$ cat src/hdl/ted_pkg.sv
// Shared types and constants for the three-tap echo delay block.
`timescale 1ns / 1ps
`default_nettype none

package ted_pkg;

    localparam int DLY_BITS = 17;
    localparam int GAIN_BITS = 16;
    localparam int CFG_DATA_BITS = 17;
    localparam int CFG_INDEX_BITS = 3;
    localparam int FRAC_BITS = 15;

    localparam logic [CFG_INDEX_BITS-1:0] REG_TAP1_DELAY = 3'd0;
    localparam logic [CFG_INDEX_BITS-1:0] REG_TAP2_DELAY = 3'd1;
    localparam logic [CFG_INDEX_BITS-1:0] REG_TAP3_DELAY = 3'd2;
    localparam logic [CFG_INDEX_BITS-1:0] REG_TAP1_GAIN = 3'd3;
    localparam logic [CFG_INDEX_BITS-1:0] REG_TAP2_GAIN = 3'd4;
    localparam logic [CFG_INDEX_BITS-1:0] REG_TAP3_GAIN = 3'd5;
    localparam logic [CFG_INDEX_BITS-1:0] REG_DRY_GAIN = 3'd6;

    localparam logic [DLY_BITS-1:0] TAP1_DELAY_RST = 17'd5232;
    localparam logic [DLY_BITS-1:0] TAP2_DELAY_RST = 17'd11184;
    localparam logic [DLY_BITS-1:0] TAP3_DELAY_RST = 17'd17616;
    localparam logic [GAIN_BITS-1:0] TAP1_GAIN_RST = 16'd9830;
    localparam logic [GAIN_BITS-1:0] TAP2_GAIN_RST = 16'd4915;
    localparam logic [GAIN_BITS-1:0] TAP3_GAIN_RST = 16'd3277;
    localparam logic [GAIN_BITS-1:0] DRY_GAIN_RST = 16'd32768;

    typedef enum logic [2:0] {
        PH_IDLE,
        PH_WRITE,
        PH_TAP1,
        PH_TAP2,
        PH_TAP3
    } ted_phase_t;

    typedef struct packed {
        logic valid;
        logic first;
        logic last;
    } ted_tok_t;

endpackage

`default_nettype wire

$ cat src/hdl/ted_mac.sv
// Multiply-accumulate of the dry and tap terms, with rounding and saturation.
`timescale 1ns / 1ps
`default_nettype none

module ted_mac
    import ted_pkg::*;
#(
    parameter int SAMPLE_BITS = 24
) (
    input  wire                          aclk,
    input  wire                          aresetn,
    input  wire                          adv,
    input  wire ted_tok_t                tok,
    input  wire signed [SAMPLE_BITS-1:0] operand,
    input  wire [GAIN_BITS-1:0]          gain,
    output logic                         fin_valid,
    output logic [SAMPLE_BITS-1:0]       fin_sample
);

    localparam int PW = SAMPLE_BITS + GAIN_BITS + 1;
    localparam int AW = PW + 2;
    localparam int QW = AW - FRAC_BITS;

    localparam logic signed [QW-1:0] MAXV = QW'((64'sd1 <<< (SAMPLE_BITS - 1)) - 64'sd1);
    localparam logic signed [QW-1:0] MINV = QW'(-(64'sd1 <<< (SAMPLE_BITS - 1)));
    localparam logic signed [AW-1:0] HALF = AW'(64'sd1 <<< (FRAC_BITS - 1));

    ted_tok_t                c_tok_reg;
    logic signed [PW-1:0]    c_prod_reg;
    logic signed [AW-1:0]    acc_reg;
    logic signed [AW-1:0]    acc_next;
    logic                    fin_valid_reg;
    logic signed [AW-1:0]    fin_sum_reg;
    logic signed [AW-1:0]    rnd;
    logic signed [QW-1:0]    q;

    // stage C: product
    always_ff @(posedge aclk) begin
        if (!aresetn) begin
            c_tok_reg <= '0;
        end else if (adv) begin
            c_tok_reg <= tok;
        end
    end

    always_ff @(posedge aclk) begin
        if (adv) begin
            c_prod_reg <= PW'(operand) * PW'($signed({1'b0, gain}));
        end
    end

    // accumulate
    always_comb begin
        acc_next = (c_tok_reg.first ? AW'(0) : acc_reg) + AW'(c_prod_reg);
    end

    always_ff @(posedge aclk) begin
        if (!aresetn) begin
            fin_valid_reg <= 1'b0;
        end else if (adv) begin
            fin_valid_reg <= c_tok_reg.valid && c_tok_reg.last;
        end
    end

    always_ff @(posedge aclk) begin
        if (adv && c_tok_reg.valid) begin
            acc_reg <= acc_next;
            if (c_tok_reg.last) begin
                fin_sum_reg <= acc_next;
            end
        end
    end

    // round half up, then saturate
    always_comb begin
        rnd = fin_sum_reg + HALF;
        q = QW'(rnd >>> FRAC_BITS);
        if (q > MAXV) begin
            fin_sample = MAXV[SAMPLE_BITS-1:0];
        end else if (q < MINV) begin
            fin_sample = MINV[SAMPLE_BITS-1:0];
        end else begin
            fin_sample = q[SAMPLE_BITS-1:0];
        end
    end

    assign fin_valid = fin_valid_reg;

endmodule

`default_nettype wire
$ cat config.mk
export PLATFORM = sky130hd
export DESIGN_NAME = ted_mac
export DESIGN_NICKNAME = d
export VERILOG_FILES = /design/src/hdl/ted_pkg.sv /design/src/hdl/ted_mac.sv
export SDC_FILE = /design/constraint.sdc
export NUM_CORES = 1
export LEC_CHECK = 0
export BUFFER_PORTS_ARGS = -buffer_cell sky130_fd_sc_hd__buf_2
export CORE_MARGIN = 2
export CORE_UTILIZATION = 45
export DETAILED_ROUTE_END_ITERATION = 6
export MAX_ROUTING_LAYER = met4
export PLACE_DENSITY = 0.7
export SLEW_MARGIN = 0
export SYNTH_ARGS = -nofsm -noshare
export SYNTH_HDL_FRONTEND = slang
export SYNTH_SLANG_ARGS = --single-unit
$ cat constraint.sdc
create_clock -name aclk -period 8.9 [get_ports aclk]
set_clock_uncertainty 0.05 [all_clocks]
set_input_delay 0.89 -clock aclk [delete_from_list [all_inputs] [get_ports aclk]]
set_output_delay 0.89 -clock aclk [all_outputs]
set_load 0.01 [all_outputs]
# Word-level counts from Yosys, hierarchy flattened
# Cells that the tools add are included.
# word_totals
ff_bits	131
inputBits	46
# op_classes
n_addsub	2
multipliers	1
order_cmp	2
n_mux	3
n_reduce_logical	3
# ops
cell	n
2-to-1 mux 24 bit	2
adder 43 x 16 -> 43 bit, second input constant	1
adder 43 x 41 -> 43 bit	1
2-to-1 mux 43 bit	1
multiplier 24 x 17 -> 41 bit	1
greater-than comparator 28 x 24 -> 1 bit, second input constant	1
less-than comparator 28 x 24 -> 1 bit, second input constant	1
logical AND 1 bit	2
AND reduction 2 bit	1

# Depth between registers and ports, before layout
# Gate-level depths: netlist of the first run.
# logic_depth
word_depth	4
ltp_mapped	25

# Worst setup path after synthesis of the first run
# Ideal clock, no wire load.
# synth_path
path_type	input to register
startpoint	input port operand[23]
endpoint	register c_prod_reg[39], data pin
setup_time_ps	180
arrival_time_ps	6631
slack_ps	2039
stages	22
n_path_buf	2
cell_sequence	clkbuf_1 -> nand2_1 -> fa_1 -> fa_1 -> inv_1 -> fa_1 -> fa_1 -> fa_1 -> inv_1 -> fa_1 -> inv_1 -> ha_1 -> buf_2 -> and4_4 -> and3_1 -> a221oi_1 -> nand2_1 -> a31oi_2 -> a21oi_2 -> and4_4 -> o31a_1 -> o311ai_1
# synth_via
elab_chain_cells	1
# synth_rtl
element	line	text
start: declaration	ted_mac.sv:14	input wire signed [SAMPLE_BITS-1:0] operand,
multiplier 24 x 17 -> 41 bit	ted_mac.sv:48	c_prod_reg <= PW'(operand) * PW'($signed({1'b0, gain}));
end signal: assignment	ted_mac.sv:48	
end: declaration	ted_mac.sv:29	logic signed [PW-1:0] c_prod_reg;
# No other way between the ends.
# A chain may end at the register's enable or synchronous reset.

# Final worst setup path of the first run
# layout_path
startpoint	input port gain[11]
endpoint	register c_prod_reg[39], data pin
# layout_via
elab_chain_cells	1
# layout_rtl
element	line	text
start: declaration	ted_mac.sv:15	input wire [GAIN_BITS-1:0] gain,
multiplier 24 x 17 -> 41 bit	ted_mac.sv:48	
# No other way between the ends.

==> reports/qor.csv, run 1 <==
metric,value,unit
P&R area growth vs syn,6.74,%
Hold Path Depth,2,
FF-to-FF Start,c_tok_reg[1],
clock-pin slew on the worst setup and hold paths,0.06,ns
Routed WL,46.5,mm
Final setup viols,0,
area share of the largest cell type after synthesis,36.0,%
port bufs,70,
hold-fix buffers at CTS,0,
die area,48400,µm²
# Post-CTS Setup Buffers,0,
Fmax,136,MHz
antenna violations before repair,0,
total track usage,20.8,%
Die X,220,µm
vias in the first global route,16000,
Final ANT Viol Nets,0,
ys async rst share,0,%
global-route wire length before repair,78.7,mm
initial core utilization,45.4,%
crit end category,flop,
Placed Cells,2822,
Final Hold Viols,0,
flop-to-flop setup slack,5.03,ns
Rel. slew slack,27.5,%
Final #Nets,2802,
setup tns final,0,ns
antenna cells,0,
clock latency on the worst-skew pair,0.42,ns
gpl congestion,0.883,
Final period util,82.8,%
Overflow after GRT,0,
Synth area leader,fa_1,
"Seq/Total Area, Yosys",16.5,%
r2r endpoint,fin_sum_reg[27],
Max-Cap Viols,0,
Top Ports,71,
outcome,completed,
Root Buffer,clkbuf_16,
Num CTS Buffers,17,
"EDFF count, synth",113,
Syn. warnings,0,
Post-DP HPWL,37.5,mm
Die H,220,µm
wire per inst,16.3,µm
hold endpoint,c_tok_reg[0],
Worst-Margin Slew,1.09,ns
Synth Instances,2220,
Post-Layout Cell Count,2854,
Tightest Hold Check Type,reg2reg,
#FFs+latches synth,117,
"Min Clock Period, post-route",7.37,ns
HP Start,c_tok_reg[0],
WP data required,9.05,ns
Clock Sinks,117,
Fill cells,4295,
synth unique cells,74,
H-tree depth,4,
initial DRC count,1027,
synthesized area per cell,9.46,µm²
Resized Gates After CTS,0,
TritonCTS clock tree,built,
most area-consuming cells after synthesis,"fa_1 36%, edfxtp_1 16%, inv_1 8.6%",
r2r worst-path depth,12,
syn nets,2788,
largest net degree at the start of global routing,47,
Core Region,46300,µm²
CP Class,in2reg,
mapped cell area,21000,µm²
crit path launch type,input port,
DR vias/cell,5.19,
max FFs per register,43,
RSZ-0062 raised after global routing,no,
DRC errors left,0,
share of layout cells above drive strength 1,6.76,%
clk buf depth,2,
crit path max fanout,24,
top_reg_cell synth,edfxtp_1,
vias,14800,
drt pass-1 iters,6,
FP Rows,79,
fin. max-slew vios,0,
Worst EP arrival,7.52,ns
==> worst max-delay path by stage <==
stage	startpoint	to	depth (start not counted)
3_3_place_gp	gain[2]	c_prod_reg[39]	21
6_report	gain[11]	c_prod_reg[39]	21
2_1_floorplan	operand[23]	c_prod_reg[39]	22
4_1_cts	gain[2]	c_prod_reg[39]	21
5_1_grt	gain[2]	c_prod_reg[39]	21
3_5_place_dp	gain[2]	c_prod_reg[39]	21
==> per-layer routing <==
metal | GRT usage (%) | routed length [µm]
met1 | 28.7 | 21600
met4 | 5.06 | 680
met5 | - | 0
met3 | 2.57 | 2970
met2 | 33.0 | 21200
==> per-stage QoR <==
step	setup slack, ns	area (µm²)	utilization, %	hold WS (ns)
floorplan	2.04	21000	-	0.424
global placement	1.33	21800	47.1	0.448
detailed placement	1.16	21800	47.1	0.451
CTS	1.61	22400	48.4	0.469
global route	1.23	22400	48.4	0.501
finish	1.53	22400	48.4	0.464
==> logic make-up (layout without fill, tap and decap cells) <==
logic type / Yosys count / in the layout / share of synthesized area [%]
AND/OR/NAND/NOR: 655 / 655 / 15.7
multiplexers: 4 / 4 / 0.197
AO/OA/AOI/OAI: 259 / 259 / 8.50
adder cells (fa/ha/maj): 522 / 522 / 44.6
buffers and inverters: 561 / 588 / 10.2
XOR/XNOR: 102 / 102 / 4.29
flip-flops: 117 / 117 / 16.5
==> cell usage after synthesis, types with 3 or more instances <==
master and n:
o21ai_2 21, o211ai_1 6, nand4_1 8, nor2b_1 58, ha_1 144, mux2i_1 3
and2_1 167, fa_1 378, o21a_1 17, a31oi_1 9, inv_1 483, a21oi_1 75
clkbuf_1 72, nand3_1 29, a211oi_1 5, buf_6 4, o31ai_1 5, nand2b_1 12
and3_1 18, xnor2_1 69, dfxtp_1 4, nor2_1 46, a211o_1 3, nand3b_1 4
nand2_1 280, a21o_1 36, xor2_1 32, edfxtp_1 113, a21boi_0 4, o2111ai_1 4
o21ai_0 34, nor3b_1 3, nor3_1 13, or2_2 3, o21bai_1 9
==> final cells by class <==
type	count	area (µm²)	area share, %
Clock buffer	17	425	1.90
Clock inverter	15	181	0.810
Inverter	483	1810	8.09
Multi-Input combinational cell	1542	15400	68.7
Sequential cell	117	3470	15.5
Tap cell	607	759	3.39
Timing Repair Buffer	73	373	1.66
==> placed cells by master, fill, tap and decap left out, drive strengths merged, types with 17 or more instances in the layout <==
| master | instances |
|---|---|
| inv | 485 |
| fa | 378 |
| nand2 | 280 |
| and2 | 167 |
| ha | 144 |
| edfxtp | 113 |
| a21oi | 77 |
| buf | 73 |
| xnor2 | 70 |
| nor2b | 58 |
| o21ai | 57 |
| nor2 | 47 |
| a21o | 36 |
| xor2 | 32 |
| nand3 | 30 |
| and3 | 19 |
| o21a | 18 |
| clkbuf | 17 |
==> critical path, cell delays in order <==
cell and delay (ns):
buf_2 0.42, nand2_1 0.16, fa_1 0.56, inv_1 0.06
fa_1 0.50, fa_1 0.52, fa_1 0.53, fa_1 0.55
inv_1 0.06, fa_1 0.62, inv_1 0.07, ha_1 0.36
a21oi_1 0.13, o21ai_0 0.22, a221oi_1 0.42, nand2_1 0.12
a31oi_2 0.27, a21oi_2 0.13, and4_4 0.22, o31a_1 0.31
o311ai_1 0.36
Power of run 1 is not shown: default switching activity piles up to over one toggle a cycle in this logic, so the estimate is an artifact.
==> run 2: changes to the inputs <==
ABC_AREA = 1   (was default)
clock period = 7.5 ns   (was 8.9 ns; I/O delays follow)
==> reports/qor.csv, run 2 <==
metric,value,unit,change
P&R area growth vs syn,6.39,%,
largest net degree at the start of global routing,46,,-2.1%
crit path max fanout,24,,unchanged
gpl congestion,1.01,,+14%
xor/xnor share of the synthesized area,2.80,%,-1.5 points
Rel. slew slack,27.1,%,-0.36 points
die area,52600,µm²,+8.7%
CP Class,in2reg,,
share of layout cells above drive strength 1,3.92,%,-2.8 points
crit path launch type,input port,,
hold endpoint,fin_valid,,
H-tree depth,4,,unchanged
syn nets,3615,,+30%
Synth Instances,3047,,+37%
Max-Cap Viols,0,,unchanged
top_reg_cell synth,edfxtp_1,,
clk buf depth,2,,unchanged
Synth area leader,fa_1,,
Top Ports,71,,unchanged
r2r worst-path depth,14,,+2
Crit. Startpoint,gain[3],,
Tightest Hold Check Type,reg2reg,,
Overflow after GRT,0,,unchanged
Fill cells,5007,,+17%
setup tns final,0,ns,unchanged
FF-to-FF Start,c_tok_reg[1],,
WP data required,7.64,ns,-1.41 ns
drt pass-1 iters,6,,unchanged
most area-consuming cells after synthesis,"fa_1 33%, edfxtp_1 15%, nand2_1 14%",,
vias,18400,,+24%
Resized Gates After CTS,0,,unchanged
mapped cell area,22800,µm²,+8.8%
synth unique cells,34,,-54%
clock-pin slew on the worst setup and hold paths,0.06,ns,about the same
initial DRC count,1143,,+11%
FP Rows,82,,+3.8%
TritonCTS clock tree,built,,
compound-gate portion of the synthesized area,4.39,%,-4.1 points
DRC errors left,0,,unchanged
"Seq/Total Area, Yosys",15.2,%,-1.3 points
simple-gate share of the synthesized area,21.5,%,+5.8 points
Seq. cell area,3470,µm²,unchanged
crit end category,flop,,
Die X,229,µm,+4.2%
mux contribution to synthesized area,0,%,-0.20 points
port bufs,70,,unchanged
ys async rst share,0,%,unchanged
HP Start,fin_valid,,
most common cell in the netlist,nand2_1,,
r2r endpoint,fin_sum_reg[28],,
# Post-CTS Setup Buffers,0,,unchanged
"commonest non-fill, non-tap cells in the layout","852 x nand2_1, 824 x inv_1, 378 x fa_1, 218 x nor2_1, 144 x ha_1",,
Root Buffer,clkbuf_16,,
area share of the largest cell type after synthesis,33.1,%,-2.9 points
Worst-Margin Slew,1.09,ns,+0.00426 ns
Final #Nets,3620,,+29%
Post-Route Utilization,48.4,%,about the same
Worst EP arrival,6.38,ns,-1.14 ns
fin. max-slew vios,0,,unchanged
Routed WL,58.8,mm,+26%
Syn. warnings,0,,unchanged
RSZ-0062 raised after global routing,no,,
Num CTS Buffers,17,,unchanged
Post-DP HPWL,50.0,mm,+33%
Hold Path Depth,2,,unchanged
Post-synth top cells,"852 x nand2_1, 824 x inv_1, 378 x fa_1",,
vias in the first global route,19000,,+19%
"Min Clock Period, post-route",6.24,ns,
adder and majority gate portion of the synthesized area,41.0,%,-3.6 points
wire per inst,15.7,µm,-3.4%
clock latency on the worst-skew pair,0.43,ns,about the same
#FFs+latches synth,117,,unchanged
largest family of logic cells by synthesized area,adder cells,,
Final setup viols,0,,unchanged
max FFs per register,43,,unchanged
DR vias/cell,4.91,,-5.4%
Final Hold Viols,0,,unchanged
global-route wire length before repair,97.6,mm,+24%
area of the multi-input gates,15900,µm²,+3.5%
"most common cell after layout, fill and taps aside",nand2_1,,
Die H,229,µm,+4.2%
synthesized area per cell,7.50,µm²,-21%
Fmax,160,MHz,
Final ANT Viol Nets,0,,unchanged
initial core utilization,45.5,%,+0.15 points
total track usage,24.0,%,+3.2 points
outcome,completed,,
Core Region,50200,µm²,+8.5%
antenna violations before repair,1,,+1
"EDFF count, synth",113,,unchanged
Final period util,83.3,%,
hold-fix buffers at CTS,0,,unchanged
Clock Sinks,117,,unchanged
flop-to-flop setup slack,4.31,ns,-0.72 ns
## run 2: cell types whose count changed after synthesis, sizes merged, moves of 22 or more
| cell | delta |
|---|---|
| a21o | -27 |
| a21oi | +26 |
| and2 | -165 |
| inv | +343 |
| nand2 | +575 |
| nand3 | +62 |
| nand4 | +22 |
| nor2 | +176 |
| nor2b | -58 |
| xnor2 | -47 |
## run 2: cell type report
cell class / instances / area share, %
antenna: 1 / 0.0103
clock buffer: 17 / 1.75
clock inverter: 15 / 0.654
inverter: 826 / 12.8
multi-input combinational: 2015 / 65.5
sequential: 117 / 14.3
tap: 672 / 3.46
timing repair buffer: 75 / 1.60
## run 2: per-layer routing
layer	routed length [µm]	part of all wire (%)	global-route usage, %
met5	0	0	-
met4	1620	2.8	7.18
met1	25500	43	30.5
met2	28400	48	40.7
met3	3270	5.6	2.58
## run 2: worst max-delay path by stage
stage	endpoint	slack [ns]	cells after the start
2_1_floorplan	c_prod_reg[35]	1.31	20
3_3_place_gp	c_prod_reg[35]	0.87	19
3_5_place_dp	c_prod_reg[35]	0.84	19
4_1_cts	c_prod_reg[35]	1.31	19
5_1_grt	c_prod_reg[36]	0.93	19
6_report	c_prod_reg[35]	1.26	19
## run 2: metrics by stage
| step | setup slack, ns | cell area [µm²] | hold WS, ns | cells |
|---|---|---|---|---|
| finish | 1.26 | 24300 | 0.424 | 3738 |
| global route | 0.926 | 24300 | 0.448 | 3738 |
| CTS | 1.31 | 24300 | 0.427 | 3737 |
| detailed placement | 0.843 | 23700 | 0.417 | 3705 |
| global placement | 0.867 | 23700 | 0.412 | 3705 |
| floorplan | 1.31 | 22800 | 0.413 | 3047 |
## run 2: cells by family (layout without fill, tap and decap cells)
kind of cell / count (synthesis) / after routing
AND/OR/NAND/NOR: 1230 / 1230
flip-flops: 117 / 117
AO/OA/AOI/OAI: 190 / 190
adder cells (fa/ha/maj): 522 / 522
XOR/XNOR: 73 / 73
buffers and inverters: 915 / 933
other: 0 / 1
## run 2: worst max-delay path, cell delays in order
cell	delay (ns)
buf_2	0.41
nand2_1	0.21
fa_1	0.72
fa_1	0.44
inv_1	0.31
fa_1	0.52
fa_1	0.51
fa_1	0.49
inv_1	0.05
fa_1	0.47
inv_1	0.04
ha_1	0.39
nand2_1	0.12
nor2_1	0.15
inv_1	0.08
nor3_1	0.30
nand3_1	0.23
nand3_1	0.12
nand2_1	0.05
Power of run 2 is left out for the same reason.
